`config.mk`:
```
export PLATFORM = sky130hd
export DESIGN_NAME = pdr_ctrl
export DESIGN_NICKNAME = d
export VERILOG_FILES = /design/src/rtl/pdr_pkg.sv /design/src/rtl/pdr_ctrl.sv
export SDC_FILE = /design/constraint.sdc
export NUM_CORES = 1
export LEC_CHECK = 0
export BUFFER_PORTS_ARGS = -buffer_cell sky130_fd_sc_hd__buf_2
export CORE_AREA = 2 2 39 41
export CTS_CLUSTER_SIZE = 30
export DETAILED_ROUTE_END_ITERATION = 10
export DIE_AREA = 0 0 41 43
export HOLD_SLACK_MARGIN = 0.15
export PLACE_DENSITY_LB_ADDON = 0.25
export SETUP_SLACK_MARGIN = 0.3
export SLEW_MARGIN = 20
export SYNTH_ARGS = -nofsm -noshare
export SYNTH_HDL_FRONTEND = slang
export SYNTH_SLANG_ARGS = --single-unit
```
`constraint.sdc`:
```
create_clock -name clk -period 2.6 [get_ports clk]
set_input_delay 0.52 -clock clk [delete_from_list [all_inputs] [get_ports clk]]
set_output_delay 0.52 -clock clk [all_outputs]
set_load 0.01 [all_outputs]
```
`src/rtl/pdr_pkg.sv`:
```
// Package for the pose update core: state encoding, commands, CORDIC constants.
// Depends on nothing.
package pdr_pkg;
  localparam int AngW = 17;
  localparam int CordW = 34;
  localparam int ZW = 26;
  localparam int FullTurn = 46080;
  localparam int HalfTurn = 23040;
  localparam int QuarterTurn = 11520;
  localparam logic signed [CordW-1:0] CordicStart = 34'sd652032874;

  typedef enum logic [3:0] {
    S_IDLE, S_HEAD, S_ROT_WRAP, S_CS1_START, S_CS1_RUN, S_CS2_START, S_CS2_RUN,
    S_MUL1, S_MUL2, S_MUL3, S_ADD, S_CS3_START, S_CS3_RUN, S_OUT
  } pdr_state_t;

  typedef struct packed {
    logic load;         // capture input beat
    logic rot_add;      // heading += angle
    logic rot_wrap;     // wrap heading one turn
    logic cs_start;     // start CORDIC
    logic cs_sel_ang;   // CORDIC argument: 1 climb angle, 0 heading
    logic cs_step;      // one CORDIC iteration
    logic save_head;    // keep heading sin/cos
    logic save_climb;   // keep climb sin/cos
    logic mul1;
    logic mul2;
    logic mul3;
    logic pos_add;
    logic out_load;
  } pdr_cmd_t;

  typedef struct packed {
    logic is_rotate;
    logic wrap_done;
    logic cs_done;
  } pdr_sts_t;

  function automatic logic signed [ZW-1:0] atan_val(input logic [4:0] i);
    logic signed [ZW-1:0] r;
    begin
      case (i)
        5'd0: r = 26'sd2949120;  5'd1: r = 26'sd1740967; 5'd2: r = 26'sd919879;
        5'd3: r = 26'sd466945;   5'd4: r = 26'sd234379;  5'd5: r = 26'sd117304;
        5'd6: r = 26'sd58666;    5'd7: r = 26'sd29335;   5'd8: r = 26'sd14668;
        5'd9: r = 26'sd7334;     5'd10: r = 26'sd3667;   5'd11: r = 26'sd1833;
        5'd12: r = 26'sd917;     5'd13: r = 26'sd458;    5'd14: r = 26'sd229;
        5'd15: r = 26'sd115;     5'd16: r = 26'sd57;     5'd17: r = 26'sd29;
        5'd18: r = 26'sd14;      5'd19: r = 26'sd7;      5'd20: r = 26'sd4;
        5'd21: r = 26'sd2;       5'd22: r = 26'sd1;      default: r = '0;
      endcase
      return r;
    end
  endfunction
endpackage

```
`src/rtl/pdr_ctrl.sv`:
```
// Controller state machine of the pose update core.
// Depends on pdr_pkg.
module pdr_ctrl (
  input  logic clk,
  input  logic rst,
  input  logic in_valid,
  output logic in_stall,
  output logic out_valid,
  input  logic out_stall,
  input  pdr_pkg::pdr_sts_t sts,
  output pdr_pkg::pdr_cmd_t cmd
);
  import pdr_pkg::*;
  pdr_state_t state, state_next;
  logic out_full, out_full_next;

  always_ff @(posedge clk) begin
    if (rst) begin
      state <= S_IDLE;
      out_full <= 1'b0;
    end else begin
      state <= state_next;
      out_full <= out_full_next;
    end
  end

  // The output register frees the core as soon as a result is loaded.
  always_comb begin
    state_next = state;
    unique case (state)
      S_IDLE: if (in_valid) state_next = S_HEAD;
      S_HEAD: state_next = sts.is_rotate ? S_ROT_WRAP : S_CS1_START;
      S_ROT_WRAP: if (sts.wrap_done) state_next = S_CS3_START;
      S_CS1_START: state_next = S_CS1_RUN;
      S_CS1_RUN: if (sts.cs_done) state_next = S_CS2_START;
      S_CS2_START: state_next = S_CS2_RUN;
      S_CS2_RUN: if (sts.cs_done) state_next = S_MUL1;
      S_MUL1: state_next = S_MUL2;
      S_MUL2: state_next = S_MUL3;
      S_MUL3: state_next = S_ADD;
      S_ADD: state_next = S_CS3_START;
      S_CS3_START: state_next = S_CS3_RUN;
      S_CS3_RUN: if (sts.cs_done) state_next = S_OUT;
      S_OUT: if (!out_full || !out_stall) state_next = S_IDLE;
      default: state_next = S_IDLE;
    endcase
  end

  always_comb begin
    cmd = '0;
    in_stall = 1'b1;
    out_full_next = out_full && out_stall;
    unique case (state)
      S_IDLE: begin
        in_stall = 1'b0;
        cmd.load = in_valid;
      end
      S_HEAD: cmd.rot_add = sts.is_rotate;
      S_ROT_WRAP: cmd.rot_wrap = !sts.wrap_done;
      S_CS1_START: cmd.cs_start = 1'b1;
      S_CS1_RUN: begin
        cmd.cs_step = !sts.cs_done;
        cmd.save_head = sts.cs_done;
      end
      S_CS2_START: begin
        cmd.cs_start = 1'b1;
        cmd.cs_sel_ang = 1'b1;
      end
      S_CS2_RUN: begin
        cmd.cs_step = !sts.cs_done;
        cmd.save_climb = sts.cs_done;
      end
      S_MUL1: cmd.mul1 = 1'b1;
      S_MUL2: cmd.mul2 = 1'b1;
      S_MUL3: cmd.mul3 = 1'b1;
      S_ADD: cmd.pos_add = 1'b1;
      S_CS3_START: cmd.cs_start = 1'b1;
      S_CS3_RUN: begin
        cmd.cs_step = !sts.cs_done;
        cmd.save_head = sts.cs_done;
      end
      S_OUT: begin
        if (!out_full || !out_stall) begin
          cmd.out_load = 1'b1;
          out_full_next = 1'b1;
        end
      end
      default: ;
    endcase
  end

  assign out_valid = out_full;
endmodule

```
==> impl_metrics.yaml, run 1 <==
worst_setup_path:
  reg2reg_setup_slack_ps: 1010
  critPathKind: "flip-flop to primary output"
  crit_arrival_ps: 1430
  worstReg2RegStart: "state[1]"
  r2r_cells: 4
  cp_data_required_time_ps: 2080
  cp_max_fo: 15
  end_kind: "primary output"
  startpoint_type: "flip-flop"
  r2r-end: "state[3]"
placement:
  pre_cts_slack_ps: 905
  io_buffers: 21
  place_inst: 89
  gp_congestion: 0.797
  hpwl_um: 745
  placed_area_um2: 508
cells_and_area:
  nets: 85
  seq_area_um2: 100
  fin_cells: 93
  syn_to_final_growth_pct: 28.6
  fillCellCount: 156
  multi_input_comb_area_um2: 279
  drive_gt1_frac: 0.390
  diodes: 0
  stdcell_area_um2: 534
logic_synthesis:
  netlist_instances: 56
  synthTopCellsByArea: "dfxtp_1 (24%), a21oi_1 (8.4%), nor2_1 (7.2%)"
  synth_warnings: 0
  synth_common_cells: "nor2_1 (8), a21oi_1 (7), dfxtp_1 (5)"
  yosysSeqAreaShare: 0.241
  dominantRegCellSynth: "dfxtp_1"
  syn_area_um2: 415
  synth_enable_flop_cells: 0
  ys_types: 26
  yosysTopAreaCell: "dfxtp_1"
  synthArstFlopShare: 0
  avgSynthCellArea_um2: 7.42
  syn-num-nets: 63
  yosys.area.top_type_share: 0.241
  ys_ff_latch: 5
  yosysMostFrequentCell: "nor2_1"
power_and_ir_drop:
  p_sw_frac: 0.365
  p_clk_frac: 0.271
  ir_drop_mv: 0.200
  total_power_uw: 316
  p_sw_uw: 115
  p_per_area_nw_per_um2: 591
  p_int_uw: 201
  pwr-share-comb: 0.355
  pwr-share-seq: 0.375
  cellLeakagePower_uw: 0.000266
worst_hold_path:
  hold_path_class: "flip-flop to flip-flop"
  min_delay_path_depth: 2
  hold_start: "out_valid"
  min_to: "out_valid"
sta:
  period_minus_slack_ps: 1950
  post-route-period-util: 0.749
  tns_ps: 0
  skew_ps: 1.61
  slew_headroom: 0.697
  tightest_slew_ps: 454
  postLayoutSetupSlackWorst_ps: 653
  max_freq_mhz: 514
  final-setup-viol-count: 0
  rsz0062_at_grt: "false"
  final-hold-violation-count: 0
  finalMaxSlewViolations: 0
clock_tree:
  post_cts_resized: 0
  ctsLongestPathBuffers: 2
  cts_buffers: 3
  cts_root_buf: "clkbuf_4"
  cts.sinks: 5
  clk_pin_slew_ps: 40
  cts_tree: "done"
  clkLatencyLatePin_ps: 230
  holdBufCountCts: 0
  cts_setup_buffers: 0
  cts_max_level: 1
run:
  drv_cap: 0
global_route:
  antenna_found_initial: 0
  overflow: 0
  grt_pass1_wl_um: 1450
  grt_pass1_vias: 373
  grt_util_all_layers: 0.121
  grt_start_max_net_pins: 16
floorplan:
  die_h_um: 43
  die_area_um2: 1760
  rows: 14
  initial_core_util: 0.300
  fp.dieW_um: 41
  io_pins: 22
  core_area_um2: 1380
routing:
  drc_errors: 0
  wl_per_cell_um: 10.5
  vias_per_cell: 4.84
  num_vias: 450
  first_iter_violations: 7
  wl_um: 981
  ant_nets: 0
  drt_first_pass_iters: 4
run_status:
  status: "completed"
## registers in the layout (all words and copies together) (netlist names)
register,count
out_valid,1
state,4
## logic make-up after synthesis
group                  Yosys count  synth area share
muxes                            2            0.0512
buffers and inverters            5            0.0873
AOI/OAI and AO/OA               10             0.151
and+or+nand+nor                 34             0.470
DFF                              5             0.241
## cell usage in the layout (no fill, tap or decap), drive strengths merged, types with 2 or more instances in the layout
cell type  netlist  final
nor3             4      4
clkbuf           0      4
nand3            2      2
nor2             8      8
dfxtp            5      5
nand2b           3      3
nor4             2      2
a21oi            7      7
nand2            3      3
buf              4     21
and3             4      4
## power by group through the flow
stage	registers [uW]	clock network, uW	logic [uW]
finish	118	85.5	112
global route	123	93.5	127
CTS	118	90.5	113
detailed placement	119	0	112
global placement	120	0	114
floorplan	97.3	0	108
## how the worst max path moves through the flow
stage	start	endpoint	slack [ps]
after global routing	state[0]	cmd[0]	500
final	state[0]	cmd[0]	650
after global placement	state[0]	cmd[0]	860
after CTS	state[0]	cmd[0]	630
after detailed placement	state[0]	cmd[0]	910
after floorplan	state[0]	cmd[10]	1040
## critical path, stage by stage, from the launching register on
cell and delay (ps):
dfxtp_1 590, nor2b_1 220, nand3_1 110, a21oi_1 130, buf_2 140
## stage by stage
step	util	hold slack [ps]
floorplan	-	523
global placement	0.367	512
detailed placement	0.367	518
CTS	0.386	524
global route	0.386	542
finish	0.386	517
## per-layer routing
layer	GRT usage	part of all wire	vias to the layer above
met5	0	0	-
met3	0.0157	0.080	2
li1	-	-	241
met2	0.175	0.45	16
met1	0.151	0.46	191
met4	0.100	0.0082	0
## final cells by class
cell class	instances	share of cell area
Sequential cell	5	0.187
Tap cell	16	0.0375
Inverter	1	0.00703
Clock buffer	4	0.0492
Multi-Input combinational cell	46	0.522
Timing Repair Buffer	21	0.197
Note: power is estimated with default switching activity, not from simulation.
==> run 2, diff against run 1 <==
Settings changed: ABC_AREA set to 1.
Clock period 2.6 ns to 1.7 ns, I/O delays scaled along.
==> run 2 against run 1 <==
  * Clock skew up 3.1 ps
  * Total power rose to 3.6 times the previous value
  * Critical path depth up 1
  * Combinational power rose to 6.6 times the previous value
  * Register-to-register slack worse by 560 ps
  * Final cell count up 39%
  * Critical path type unchanged
  * Hold slack worse by 220 ps
  * Sequential share of layout area down 3.8 points
  * Via count up 30%
  * First-iteration DRC count up 57%
  * Synthesized cell count up 34%
  * Sequential power up 120%
==> impl_metrics.yaml, run 2 <==
cells_and_area:
  layout.cells.most_common_list: "buf_2 (20), nand2_1 (14), buf_4 (11), inv_1 (10), nor2_1 (9)"
  stdcell_area_um2: 768
  diodes: 0
  largest_reg_flops: 4
  layout_commonest_cell: "buf_2"
  largest_register: "state"
  fin_cells: 129
  drive_gt1_frac: 0.602
  syn_to_final_growth_pct: 74.9
  fillCellCount: 145
  nets: 121
routing:
  first_iter_violations: 11
  top_layer_used: "met3"
  vias_per_cell: 4.55
  wl_met3_um: 68
  wl_um: 1380
  wl_met1_um: 545
  wl_per_cell_um: 10.7
  ant_nets: 0
  drt_first_pass_iters: 4
  wl_met2_um: 763
  drc_errors: 0
  num_vias: 587
logic_synthesis:
  yosysSeqAreaShare: 0.228
  yosysMostFrequentCell: "nand2_1"
  netlist_instances: 75
  dominantRegCellSynth: "dfxtp_1"
  synth_warnings: 0
  synth_enable_flop_cells: 0
  syn_area_um2: 439
  avgSynthCellArea_um2: 5.86
  ys_ff_latch: 5
  synth_common_cells: "nand2_1 (16), inv_1 (12), nor2_1 (11)"
  syn-num-nets: 82
  synthArstFlopShare: 0
  synthTopCellsByArea: "dfxtp_1 (23%), nand2_1 (14%), inv_1 (10%)"
  yosys.area.top_type_share: 0.228
  ys_types: 15
  yosysTopAreaCell: "dfxtp_1"
worst_setup_path:
  cp_max_fo: 5
  r2r-end: "state[0]"
  critPathLaunch: "state[0]"
  crit_arrival_ps: 1170
  cp_data_required_time_ps: 1360
  critPathKind: "flip-flop to primary output"
  r2r_cells: 9
  startpoint_type: "flip-flop"
  worstReg2RegStart: "state[0]"
  end_kind: "primary output"
  reg2reg_setup_slack_ps: 450
global_route:
  grt_util_all_layers: 0.149
  grt_pass1_vias: 489
  grt_start_max_net_pins: 8
  overflow: 0
  grt_pass1_wl_um: 1800
  antenna_found_initial: 0
sta:
  skew_ps: 4.69
  finalMaxSlewViolations: 0
  post-route-period-util: 0.890
  final-hold-violation-count: 0
  tns_ps: 0
  rsz0062_at_grt: "true"
  final-setup-viol-count: 0
  slew_headroom: 0.853
  period_minus_slack_ps: 1510
  max_freq_mhz: 661
  tightest_slew_ps: 219
power_and_ir_drop:
  p_per_area_nw_per_um2: 1480
  cellLeakagePower_uw: 0.000459
  ir_drop_mv: 0.782
placement:
  place_inst: 112
  hpwl_um: 859
  gp_congestion: 0.773
  placed_area_um2: 564
  io_buffers: 21
clock_tree:
  holdBufCountCts: 0
  cts_root_buf: "clkbuf_4"
  clkLatencyLatePin_ps: 240
  clk_pin_slew_ps: 50
  cts_max_level: 1
  cts_buffers: 3
  cts_tree: "done"
  cts.sinks: 5
  ctsLongestPathBuffers: 2
run_status:
  status: "completed"
worst_hold_path:
  min_to: "state[1]"
  min_delay_path_depth: 2
  hold_path_class: "primary input to flip-flop"
  hold_start: "rst"
floorplan:
  core_area_um2: 1380
  initial_core_util: 0.317
  fp.dieW_um: 41
  die_area_um2: 1760
  io_pins: 22
  rows: 14
  die_h_um: 43
run:
  drv_cap: 0
==> run 2: changes by cell type in the layout (fill, tap and decap cells not counted), sizes merged, moves of 3 or more <==
cell    before  now
a21oi        7    4
nand2b       3    0
nand2        3   21
nor2         8   18
nand3        2    6
and3         4    0
buf         21   34
inv          1   16
==> run 2: worst max path at each step <==
stage | endpoint | depth (start not counted) | slack [ps]
after detailed placement | cmd[7] | 7 | 320
after CTS | cmd[10] | 4 | 210
final | cmd[0] | 5 | 190
after global placement | cmd[7] | 6 | 320
after global routing | cmd[0] | 5 | 150
after floorplan | cmd[5] | 4 | 450
==> run 2: stage by stage <==
stage / total power, uW / hold slack, ps / setup slack, ps / utilization
finish: 1140 / 296 / 187 / 0.555
detailed placement: 710 / 548 / 316 / 0.408
global route: 1220 / 301 / 147 / 0.555
floorplan: 574 / 409 / 451 / -
CTS: 999 / 292 / 212 / 0.497
global placement: 712 / 546 / 317 / 0.408
==> run 2: cell families after synthesis <==
group	Yosys count	share of synthesized area
compound gates	5	0.0598
buf+inv	16	0.137
flops	5	0.228
simple gates	49	0.575
==> run 2: critical path: stages (launching register included) <==
cell	delay, ps
dfxtp_4	370
inv_2	80
nor2_4	130
nand2_2	100
a21oi_2	100
buf_2	130
==> run 2: timing repair <==
action | 4_1_cts | 5_1_grt
gates resized for setup | 17 | 9
buffers inserted | 7 | 6
endpoints found under the hold margin | 0 | 0
pin swaps | 6 | 7
endpoints found under the setup margin | 14 | 14
==> run 2: layer usage <==
metal | vias up | track usage
met3 | 0 | 0.0471
met5 | - | 0
met1 | 257 | 0.168
li1 | 307 | -
met2 | 23 | 0.253
met4 | 0 | 0.0400
==> run 2: final cells by class <==
class	count	area, um^2	area share
clock buffers	4	26.3	0.0342
inverters	16	62.6	0.0814
multi-input cells	54	328	0.427
flip-flops and latches	5	115	0.150
well taps	16	20.0	0.0261
repair buffers	34	216	0.282
==> run 2: power by group <==
part | switching, uW | internal [uW]
Sequential | 84.9 | 174
Combinational | 396 | 346
Clock | 49.0 | 88.8
==> run 3, diff against run 2 <==
Clock period 1.7 ns to 1.4 ns, I/O delays scaled along.
==> run 3 against run 2 <==
  * The run now ends with setup timing left
  * Hold slack got worse by 68 ps
  * Clock-buffer cell count unchanged
  * Design area increased by 5.2%
  * Flip-flop and latch count unchanged
  * Combinational power increased by 21%
==> impl_metrics.yaml, run 3 (synthesis results as in run 2) <==
run_status:
  status: "finished, violations left"
  violations: "setup timing"
routing:
  drt_first_pass_iters: 4
  num_vias: 593
  first_iter_violations: 4
  drc_errors: 0
  wl_per_cell_um: 11.2
  vias_per_cell: 4.53
  ant_nets: 0
  wl_um: 1470
sta:
  postLayoutSetupSlackWorst_ps: -51.4
  max_freq_mhz: 689
  period_minus_slack_ps: 1450
  post-route-period-util: 1.04
  rsz0062_at_grt: "true"
  skew_ps: 5.31
  tightest_slew_ps: 219
  final-hold-violation-count: 0
  slew_headroom: 0.852
  final-setup-viol-count: 7
  finalMaxSlewViolations: 0
cells_and_area:
  nets: 123
  largest_register: "state"
  fin_cells: 131
  largest_reg_flops: 4
  layout_commonest_cell: "buf_2"
  diodes: 0
  layout.cells.most_common_list: "buf_2 (19), nand2_1 (11), nor2_1 (10), inv_1 (10), buf_4 (10)"
  syn_to_final_growth_pct: 84.0
  fillCellCount: 136
  drive_gt1_frac: 0.626
clock_tree:
  holdBufCountCts: 0
  cts_buffers: 3
  cts_tree: "done"
  clkLatencyLatePin_ps: 240
  cts_root_buf: "clkbuf_4"
  cts.sinks: 5
  ctsLongestPathBuffers: 2
  clk_pin_slew_ps: 50
  cts_max_level: 1
worst_setup_path:
  reg2reg_setup_slack_ps: -10
  worstReg2RegStart: "state[3]"
  r2r_cells: 12
  end_kind: "primary output"
  cp_max_fo: 5
  cp_data_required_time_ps: 1120
  crit_arrival_ps: 1170
  critPathKind: "flip-flop to primary output"
  startpoint_type: "flip-flop"
  r2r-end: "state[3]"
global_route:
  use_met3: 0.0314
  grt_pass1_vias: 535
  met2_usage: 0.328
  overflow: 0
  grt_util_all_layers: 0.177
  grt_start_max_net_pins: 7
  antenna_found_initial: 0
  grt_pass1_wl_um: 2130
  grt_use_met1: 0.181
  grt.busiest_layer: "met2"
placement:
  io_buffers: 21
  hpwl_um: 924
  gp_congestion: 0.826
  place_inst: 112
floorplan:
  fp.dieW_um: 41
  io_pins: 22
  die_area_um2: 1760
  die_h_um: 43
  rows: 14
  core_area_um2: 1380
  initial_core_util: 0.317
worst_hold_path:
  hold_start: "rst"
  hold_path_class: "primary input to flip-flop"
  min_to: "out_valid"
  min_delay_path_depth: 2
power_and_ir_drop:
  ir_drop_mv: 0.898
  p_per_area_nw_per_um2: 1710
  cellLeakagePower_uw: 0.000480
  total_power_uw: 1380
run:
  drv_cap: 0
==> run 3: where the power goes <==
part | total, uW | internal (uW) | leakage [uW] | switching [uW]
sequential | 316 | 212 | 0.0000437 | 104
clock | 166 | 108 | 0.0000150 | 58.7
combinational | 898 | 416 | 0.000421 | 482
total | 1380 | 735 | 0.000480 | 645
==> run 3: layer usage <==
metal  wire length, um  part of all wire  up-vias
met5                 0                 0        -
met4                17             0.012        0
met3                81             0.055        2
met2               797              0.54       21
met1               571              0.39      260
li1                  -                 -      310
==> run 3: through the flow <==
step,hold slack (ps),utilization,worst slack (ps),setup TNS (ps),instance area (um^2)
final,228,0.584,-51.4,-129,808
after global placement,486,0.422,125,0,584
after global routing,226,0.584,-112,-987,808
after CTS,215,0.553,-24.1,-115,766
after floorplan,349,-,276,0,459
after detailed placement,482,0.422,135,0,584
==> run 3: worst max-delay path: stages (launching register included) <==
cell	delay, ps
dfxtp_4	380
inv_4	50
nor2_4	130
nand2_2	90
nand2_2	90
nand2_4	50
inv_2	50
buf_6	90
==> run 3: final cells by class <==
cell class	instances	area [um^2]	area share
clock buffers	4	26.3	0.0325
inverters	16	70.1	0.0867
multi-input cells	54	328	0.406
flip-flops and latches	5	115	0.142
well taps	16	20.0	0.0248
repair buffers	36	249	0.308
==> run 3: how the worst max path moves through the flow <==
stage | from | end
after global routing | state[2] | cmd[7]
after global placement | state[1] | cmd[10]
final | state[2] | cmd[7]
after floorplan | state[1] | cmd[6]
after detailed placement | state[1] | cmd[7]
after CTS | state[1] | cmd[7]
==> run 3: timing repair <==
| action | in CTS | in global routing |
|---|---|---|
| pin swaps | 12 | 9 |
| gates resized for setup | 20 | 6 |
| endpoints found under the setup margin | 17 | 17 |
| buffers inserted | 12 | 3 |
